===== src/rtl/core/ipd_pkg.sv =====
// Shared types and constants for the IR pulse-distance decoder.
// No dependencies; imported by every module of the block.
`timescale 1ns / 1ps

package ipd_pkg;

  // Widths fixed by the stream payload
  localparam int TICK_W      = 16;
  localparam int IVL_W       = 8;
  localparam int CNT_W       = 7;
  localparam int FRAME_W     = 64;
  localparam int MATCH_W     = 32;
  localparam int IN_TDATA_W  = 24;
  localparam int OUT_TDATA_W = 72;

  localparam int CODE_BITS_DEFAULT = 64;
  localparam logic [MATCH_W-1:0] MATCH_CODE_RESET = 32'hA857_9F00;

  // Request kinds on in_tuser
  localparam logic REQ_EDGE    = 1'b0;
  localparam logic REQ_TIMEOUT = 1'b1;

  // Interval windows (ticks / 256)
  localparam logic [IVL_W-1:0] START_H_LO = 8'd7;
  localparam logic [IVL_W-1:0] START_H_HI = 8'd9;
  localparam logic [IVL_W-1:0] START_L_LO = 8'd3;
  localparam logic [IVL_W-1:0] START_L_HI = 8'd5;
  localparam logic [IVL_W-1:0] ONE_L_LO   = 8'd1;
  localparam logic [IVL_W-1:0] ONE_L_HI   = 8'd4;
  localparam logic [IVL_W-1:0] STOPA_L_LO = 8'd38;
  localparam logic [IVL_W-1:0] STOPA_L_HI = 8'd42;
  localparam logic [IVL_W-1:0] STOPB_L_LO = 8'd92;
  localparam logic [IVL_W-1:0] STOPB_L_HI = 8'd96;
  localparam logic [IVL_W-1:0] STOPC_L_LO = 8'd1;
  localparam logic [IVL_W-1:0] STOPC_L_HI = 8'd3;
  localparam logic [IVL_W-1:0] LONG_LO    = 8'd99;
  localparam logic [IVL_W-1:0] LONG_HI    = 8'd101;

  // One decoded input request
  typedef struct packed {
    logic             valid;
    logic             req_type;
    logic [IVL_W-1:0] ticks_hi;
    logic             pin_level;
  } ipd_item_t;

  // One frame result
  typedef struct packed {
    logic               valid;
    logic [FRAME_W-1:0] frame_code;
    logic [CNT_W-1:0]   bit_count;
    logic               code_match;
  } ipd_result_t;

  // Receiver status for checking
  typedef struct packed {
    logic armed;
    logic receiving;
  } ipd_status_t;

  function automatic logic in_window(input logic [IVL_W-1:0] v,
                                     input logic [IVL_W-1:0] lo,
                                     input logic [IVL_W-1:0] hi);
    return (v >= lo) && (v <= hi);
  endfunction

endpackage


===== src/rtl/core/ipd_in_stage.sv =====
// Input register of the IR decoder: captures one request from the stream.
// Depends on ipd_pkg.
`timescale 1ns / 1ps

module ipd_in_stage
  import ipd_pkg::*;
(
  input  logic                  clk,
  input  logic                  rst_n,
  input  logic                  in_tvalid,
  output logic                  in_tready,
  input  logic [IN_TDATA_W-1:0] in_tdata,
  input  logic                  in_tuser,
  input  logic                  adv_ok,
  output ipd_item_t             item
);

  logic             valid_r, valid_nxt;
  logic             req_r;
  logic [IVL_W-1:0] ticks_r;
  logic             level_r;
  logic             take;

  assign in_tready = !valid_r || adv_ok;
  assign take      = in_tvalid && in_tready;

  // Hold the request until the decode stage consumes it
  always_comb begin
    valid_nxt = valid_r;
    if (take) begin
      valid_nxt = 1'b1;
    end else if (adv_ok) begin
      valid_nxt = 1'b0;
    end
  end

  always_ff @(posedge clk) begin
    if (!rst_n) begin
      valid_r <= 1'b0;
    end else begin
      valid_r <= valid_nxt;
    end
  end

  // Capture payload; only the upper byte of the tick count is kept
  always_ff @(posedge clk) begin
    if (take) begin
      req_r   <= in_tuser;
      ticks_r <= in_tdata[TICK_W-1:TICK_W-IVL_W];
      level_r <= in_tdata[TICK_W];
    end
  end

  assign item.valid     = valid_r;
  assign item.req_type  = req_r;
  assign item.ticks_hi  = ticks_r;
  assign item.pin_level = level_r;

endmodule


===== src/rtl/core/ipd_frame_fsm.sv =====
// Frame receiver of the IR decoder: pair classification, bit shift register,
// frame result. Depends on ipd_pkg.
`timescale 1ns / 1ps

module ipd_frame_fsm
  import ipd_pkg::*;
#(
  parameter int CODE_BITS = CODE_BITS_DEFAULT
) (
  input  logic               clk,
  input  logic               rst_n,
  input  ipd_item_t          item,
  input  logic               adv_ok,
  input  logic [MATCH_W-1:0] match_code,
  output ipd_result_t        res,
  output ipd_status_t        status
);

  localparam logic [CNT_W-1:0] CNT_MAX = CNT_W'(CODE_BITS);

  logic                 armed_r, armed_nxt;
  logic                 recv_r, recv_nxt;
  logic [IVL_W-1:0]     first_r, first_nxt;
  logic [CNT_W-1:0]     cnt_r, cnt_nxt;
  logic [CODE_BITS-1:0] code_r, code_nxt;
  logic [FRAME_W-1:0]   code_ext;
  logic                 fire, pair;
  logic                 is_zero, is_one, is_stop, is_start, is_long;
  logic [IVL_W-1:0]     h, l;

  assign fire = item.valid && adv_ok;
  assign h    = first_r;
  assign l    = item.ticks_hi;
  assign pair = fire && (item.req_type == REQ_EDGE) && armed_r && !item.pin_level;

  // Classify the high/low interval pair
  assign is_zero  = (h == '0) && (l == '0);
  assign is_one   = (h == '0) && in_window(l, ONE_L_LO, ONE_L_HI);
  assign is_stop  = ((h == '0) && in_window(l, STOPA_L_LO, STOPA_L_HI)) ||
                    ((h == '0) && in_window(l, STOPB_L_LO, STOPB_L_HI)) ||
                    (in_window(h, START_H_LO, START_H_HI) &&
                     in_window(l, STOPC_L_LO, STOPC_L_HI));
  assign is_start = in_window(h, START_H_LO, START_H_HI) &&
                    in_window(l, START_L_LO, START_L_HI);
  assign is_long  = in_window(h, LONG_LO, LONG_HI) || in_window(l, LONG_LO, LONG_HI);

  assign code_ext = FRAME_W'(code_r);

  // Advance receiver state for one request
  always_comb begin
    armed_nxt = armed_r;
    recv_nxt  = recv_r;
    first_nxt = first_r;
    cnt_nxt   = cnt_r;
    code_nxt  = code_r;
    if (fire) begin
      if (item.req_type == REQ_TIMEOUT) begin
        armed_nxt = 1'b0;
        recv_nxt  = 1'b0;
      end else if (!armed_r) begin
        armed_nxt = 1'b1;
      end else if (item.pin_level) begin
        first_nxt = l;
      end else begin
        if (recv_r) begin
          if ((is_zero || is_one) && (cnt_r < CNT_MAX)) begin
            for (int i = 0; i < CODE_BITS; i++) begin
              if (is_one && !is_zero && (cnt_r == CNT_W'(i))) begin
                code_nxt[i] = 1'b1;
              end
            end
            cnt_nxt = cnt_r + 1'b1;
          end else if (!is_zero && !is_one && is_stop) begin
            recv_nxt = 1'b0;
          end
        end else if (is_start) begin
          recv_nxt = 1'b1;
          code_nxt = '0;
          cnt_nxt  = '0;
        end
        if (is_long) begin
          armed_nxt = 1'b0;
          recv_nxt  = 1'b0;
        end
      end
    end
  end

  always_ff @(posedge clk) begin
    if (!rst_n) begin
      armed_r <= 1'b0;
      recv_r  <= 1'b0;
      first_r <= '0;
      cnt_r   <= '0;
      code_r  <= '0;
    end else begin
      armed_r <= armed_nxt;
      recv_r  <= recv_nxt;
      first_r <= first_nxt;
      cnt_r   <= cnt_nxt;
      code_r  <= code_nxt;
    end
  end

  // Emit the frame on a stop pair
  assign res.valid      = pair && recv_r && !is_zero && !is_one && is_stop;
  assign res.frame_code = code_ext;
  assign res.bit_count  = cnt_r;
  assign res.code_match = (code_ext[MATCH_W-1:0] == match_code);

  assign status.armed     = armed_r;
  assign status.receiving = recv_r;

endmodule


===== src/rtl/core/ipd_out_stage.sv =====
// Result register of the IR decoder: holds one frame result for the stream.
// Depends on ipd_pkg.
`timescale 1ns / 1ps

module ipd_out_stage
  import ipd_pkg::*;
(
  input  logic                   clk,
  input  logic                   rst_n,
  input  ipd_result_t            res,
  output logic                   adv_ok,
  output logic                   out_tvalid,
  input  logic                   out_tready,
  output logic [OUT_TDATA_W-1:0] out_tdata
);

  logic                   valid_r, valid_nxt;
  logic [OUT_TDATA_W-1:0] data_r;

  // Decode may advance when the register is empty or draining
  assign adv_ok = !valid_r || out_tready;

  always_comb begin
    valid_nxt = valid_r;
    if (res.valid) begin
      valid_nxt = 1'b1;
    end else if (out_tready) begin
      valid_nxt = 1'b0;
    end
  end

  always_ff @(posedge clk) begin
    if (!rst_n) begin
      valid_r <= 1'b0;
    end else begin
      valid_r <= valid_nxt;
    end
  end

  // Load the packed result
  always_ff @(posedge clk) begin
    if (res.valid) begin
      data_r <= {res.code_match, res.bit_count, res.frame_code};
    end
  end

  assign out_tvalid = valid_r;
  assign out_tdata  = data_r;

endmodule


===== src/rtl/core/ir_pulse_distance_decoder_top.sv =====
// IR pulse-distance decoder top level: input register, frame receiver,
// result register, match-code register. Depends on ipd_pkg and submodules.
// A frame-ending edge passes the input register, then the result register, to out_tvalid.
// Throughput: one request per cycle while a held result is not stalled by out_tready.
// Reset (rst_n, synchronous): idle, not receiving, counters and code cleared,
// match code 0xA8579F00. cfg_ready is always high.
`timescale 1ns / 1ps

module ir_pulse_distance_decoder_top
  import ipd_pkg::*;
#(
  parameter int CODE_BITS = CODE_BITS_DEFAULT
) (
  input  logic                   clk,
  input  logic                   rst_n,
  input  logic                   in_tvalid,
  output logic                   in_tready,
  input  logic [IN_TDATA_W-1:0]  in_tdata,   // [15:0] elapsed_ticks, [16] pin_level
  input  logic                   in_tuser,   // [0] req_type
  output logic                   out_tvalid,
  input  logic                   out_tready,
  output logic [OUT_TDATA_W-1:0] out_tdata,  // [63:0] frame_code, [70:64] bit_count,
                                             // [71] code_match
  input  logic                   cfg_valid,
  output logic                   cfg_ready,
  input  logic [MATCH_W-1:0]     cfg_data
);

  ipd_item_t          item;
  ipd_result_t        res;
  ipd_status_t        status;
  logic               adv_ok;
  logic [MATCH_W-1:0] match_r;

  // Match-code register
  assign cfg_ready = 1'b1;
  always_ff @(posedge clk) begin
    if (!rst_n) begin
      match_r <= MATCH_CODE_RESET;
    end else if (cfg_valid && cfg_ready) begin
      match_r <= cfg_data;
    end
  end

  ipd_in_stage u_in (
    .clk       (clk),
    .rst_n     (rst_n),
    .in_tvalid (in_tvalid),
    .in_tready (in_tready),
    .in_tdata  (in_tdata),
    .in_tuser  (in_tuser),
    .adv_ok    (adv_ok),
    .item      (item)
  );

  ipd_frame_fsm #(
    .CODE_BITS (CODE_BITS)
  ) u_fsm (
    .clk        (clk),
    .rst_n      (rst_n),
    .item       (item),
    .adv_ok     (adv_ok),
    .match_code (match_r),
    .res        (res),
    .status     (status)
  );

  ipd_out_stage u_out (
    .clk        (clk),
    .rst_n      (rst_n),
    .res        (res),
    .adv_ok     (adv_ok),
    .out_tvalid (out_tvalid),
    .out_tready (out_tready),
    .out_tdata  (out_tdata)
  );

  // Receiving never happens while disarmed
  a_recv_armed: assert property (@(posedge clk) disable iff (!rst_n)
    status.receiving |-> status.armed)
    else $error("receiving while not armed");

  // Bit count never exceeds the code width
  a_cnt_max: assert property (@(posedge clk) disable iff (!rst_n)
    out_tvalid |-> (out_tdata[FRAME_W+CNT_W-1:FRAME_W] <= CNT_W'(CODE_BITS)))
    else $error("bit count above code width");

  // Match flag agrees with the delivered code
  a_match: assert property (@(posedge clk) disable iff (!rst_n)
    out_tvalid |-> (out_tdata[OUT_TDATA_W-1] == (out_tdata[MATCH_W-1:0] == match_r)))
    else $error("code match flag inconsistent");

  // A frame result only follows an edge request
  a_res_src: assert property (@(posedge clk) disable iff (!rst_n)
    res.valid |-> (item.valid && (item.req_type == REQ_EDGE) && !item.pin_level))
    else $error("result without low edge");

endmodule


===== config.mk =====
export PLATFORM = sky130hd
export DESIGN_NAME = ir_pulse_distance_decoder_top
export DESIGN_NICKNAME = d
export VERILOG_FILES = /design/src/rtl/core/ipd_pkg.sv /design/src/rtl/core/ipd_in_stage.sv /design/src/rtl/core/ipd_frame_fsm.sv /design/src/rtl/core/ipd_out_stage.sv /design/src/rtl/core/ir_pulse_distance_decoder_top.sv
export SDC_FILE = /design/constraint.sdc
export NUM_CORES = 1
export LEC_CHECK = 0
export ABC_CLOCK_PERIOD_IN_PS = 9300
export BUFFER_PORTS_ARGS = -buffer_cell sky130_fd_sc_hd__buf_2
export CAP_MARGIN = 10
export CORE_MARGIN = 2
export CORE_UTILIZATION = 55
export DETAILED_ROUTE_END_ITERATION = 8
export MAX_ROUTING_LAYER = met4
export PLACE_DENSITY_LB_ADDON = 0.08
export SYNTH_ARGS = -nofsm -noshare
export SYNTH_HDL_FRONTEND = slang
export SYNTH_HIERARCHICAL = 1
export SYNTH_SLANG_ARGS = --single-unit

===== constraint.sdc =====
create_clock -name clk -period 9.3 [get_ports clk]
set_input_delay 0 -clock clk [delete_from_list [all_inputs] [get_ports clk]]
set_output_delay 0 -clock clk [all_outputs]
set_load 0.02 [all_outputs]

==> impl_metrics.env <==
export IMPL_status="complete, no violations"
export IMPL_area_growth_pct=22.2
export IMPL_fmax_mhz=337
export IMPL_critPathTopFamily="compound AO/OA/AOI/OAI gates"
export IMPL_post_cts_resized=0
export IMPL_clock_latency_ns=0.42
export IMPL_period_share_pct=31.9
export IMPL_worstSetupStartpoint="u_fsm/first_r[3]"
export IMPL_whs_path_depth=2
export IMPL_r2r_end="u_fsm/code_ext[58]"
export IMPL_crit_slowest_cell="nand4_1"
export IMPL_cts_tree="built"
export IMPL_rsz0062_at_grt="false"
export IMPL_final_instance_count_excl_fill=949
export IMPL_holdWs_ns=0.0645
export IMPL_ys_warn_count=6
export IMPL_finalSetupViolCount=0
export IMPL_peakVddDrop_mv=0.137
export IMPL_cts_root_buffer="clkbuf_16"
export IMPL_worst_clock_skew_ns=0.00728
export IMPL_postLayoutCellArea_mm2=0.00908
export IMPL_rr_startpoint="u_fsm/first_r[3]"
export IMPL_cap_violations=0
export IMPL_slowest_delay_ns=0.72
export IMPL_critPathLaunchType="flop"
export IMPL_slew_viol_final=0
export IMPL_worst_r2r_cell_count=6
export IMPL_regToRegSetupSlack_ns=6.33
export IMPL_finalSetupTns_ns=0
export IMPL_via_count=5053
export IMPL_drt_vias_per_instance=5.32
export IMPL_drc_errors=0
export IMPL_wire_per_inst_um=16.8
export IMPL_cp_required_ns=9.62
export IMPL_die_area_mm2=0.0145
export IMPL_tightest_slew_ns=0.950
export IMPL_grt_use_total_pct=23.1
export IMPL_synth_cells=608
export IMPL_p_leak_uw=0.00385
export IMPL_synth_area_mm2=0.00743
export IMPL_drtIter0Drc=379
export IMPL_crit_path_cell_trace="and4b_1 > o211ai_1 > o21a_2 > buf_4 > nand4_1 > o21ai_0"
export IMPL_drive_above_1_share_pct=22.1
export IMPL_endpoint="u_fsm/code_ext[58]"
export IMPL_antenna_found_initial=0
export IMPL_clk_pin_slew_ns=0.06
export IMPL_portBuffers=120
export IMPL_initial_core_util_pct=56.1
export IMPL_fp_row_count=42
export IMPL_grt_pass1_vias=4866
export IMPL_cts_sinks=197
export IMPL_htree_levels=4
export IMPL_antenna_cells=0
export IMPL_crit_fanout=65
export IMPL_layout_min_cycle_time_ns=2.97
export IMPL_power_total_uw=1700
export IMPL_crit_type="flop to flop"
export IMPL_drt_wl_total_mm=16.0
export IMPL_dr_pass1_iters=4
export IMPL_core_mm2=0.0132
export IMPL_dp_cells=872
export IMPL_endpoint_kind="flop"
export IMPL_post_cts_buffers=0
export IMPL_hold_viol_final=0
export IMPL_clockBufferDepth=2
export IMPL_grt_start_max_net_pins=66
export IMPL_multiInputGateArea_mm2=0.00243
export IMPL_arrival_ns=3.29
export IMPL_cts_buffers=17
export IMPL_slew_headroom_pct=36.7
export IMPL_design_final_nets=826
export IMPL_cp_buffers_inverters=1
export IMPL_synth_fp_nets=674
export IMPL_worstHoldPathType="primary input to flop"
export IMPL_grt_pass1_wl_mm=24.7
export IMPL_io_pin_count=137
export IMPL_syn_area_per_cell_um2=12.2
export IMPL_die_h_um=120
export IMPL_crit_cells=6
export IMPL_hpwl_mm=10.6
export IMPL_place_area_mm2=0.00806
export IMPL_n_fill_cell=1000
export IMPL_power_density_mw_per_mm2=187
export IMPL_grt_ovfl_total=0
export IMPL_gp_congestion=0.822
export IMPL_die_x_um=120
export IMPL_register_area_mm2=0.00476
export IMPL_ant_nets=0
==> area by class of cell <==
type,instances,share of cell area [%]
flip-flops and latches,197,52.5
multi-input cells,370,26.7
repair buffers,168,11.8
clock buffers,20,4.81
well taps,176,2.42
clock inverters,12,1.52
inverters,6,0.248
==> timing repair <==
item,4_1_cts,5_1_grt
hold buffers,45,0
setup endpoints to repair,0,0
endpoints found under the hold margin,44,0
==> power breakdown <==
group / internal (uW) / switching [uW]
logic: 37.7 / 31.2
clock network: 418 / 293
registers: 907 / 12.2
total: 1360 / 337
==> layer usage <==
metal	GRT usage [%]	up-vias	share of wire, %
li1	-	2480	-
met1	27.4	2420	41
met2	38.4	118	52
met3	5.24	35	4.8
met4	9.74	0	2.4
met5	-	-	0
==> flip-flops by register name, summed over array words and instances, names as in the netlist <==
name              flops
u_fsm/code_ext       64
u_in/valid_r          1
match_r              32
u_fsm/armed_r         1
u_out/out_tdata      72
u_out/out_tvalid      1
u_in/ticks_r          8
u_fsm/cnt_r           7
u_fsm/recv_r          1
u_in/req_r            1
u_in/level_r          1
u_fsm/first_r         8
==> worst register-to-register path, stage by stage (launching register included) <==
cell and delay [ns]:
dfxtp_1 0.43, and4b_1 0.23, o211ai_1 0.35, o21a_2 0.20
buf_4 0.51, nand4_1 0.73, o21ai_0 0.42
==> how the worst min path moves through the flow <==
stage / from / end
final: rst_n / match_r[17]
after global routing: rst_n / match_r[12]
after CTS: rst_n / match_r[9]
after detailed placement: in_tdata[9] / u_in/ticks_r[1]
after global placement: in_tdata[14] / u_in/ticks_r[6]
after floorplan: in_tdata[16] / u_in/level_r
==> placed cells by master, fill, tap and decap left out, types with 3 or more instances in the layout <==
master,n
buf_2,120
dfxtp_1,115
nand2_1,103
edfxtp_1,82
dlygate4sd3_1,45
mux2i_1,40
o21ai_0,38
xor2_1,33
o31ai_1,29
nor2b_1,23
clkbuf_16,17
nor2_1,16
nor4_1,10
a21oi_1,7
inv_1,6
nand3_1,6
nand4_1,5
clkinv_2,4
ha_1,4
clkinv_1,3
clkbuf_1,3
bufinv_16,3
nor4_4,3
and3_1,3
o31ai_2,3
buf_4,3
==> per-stage QoR <==
step,util [%],setup slack (ns)
floorplan,-,1.87
global placement,60.8,6.47
detailed placement,60.8,6.37
global route,68.6,6.05
CTS,68.6,6.33
finish,68.6,6.33
Note: power is estimated with default switching activity, not from simulation.
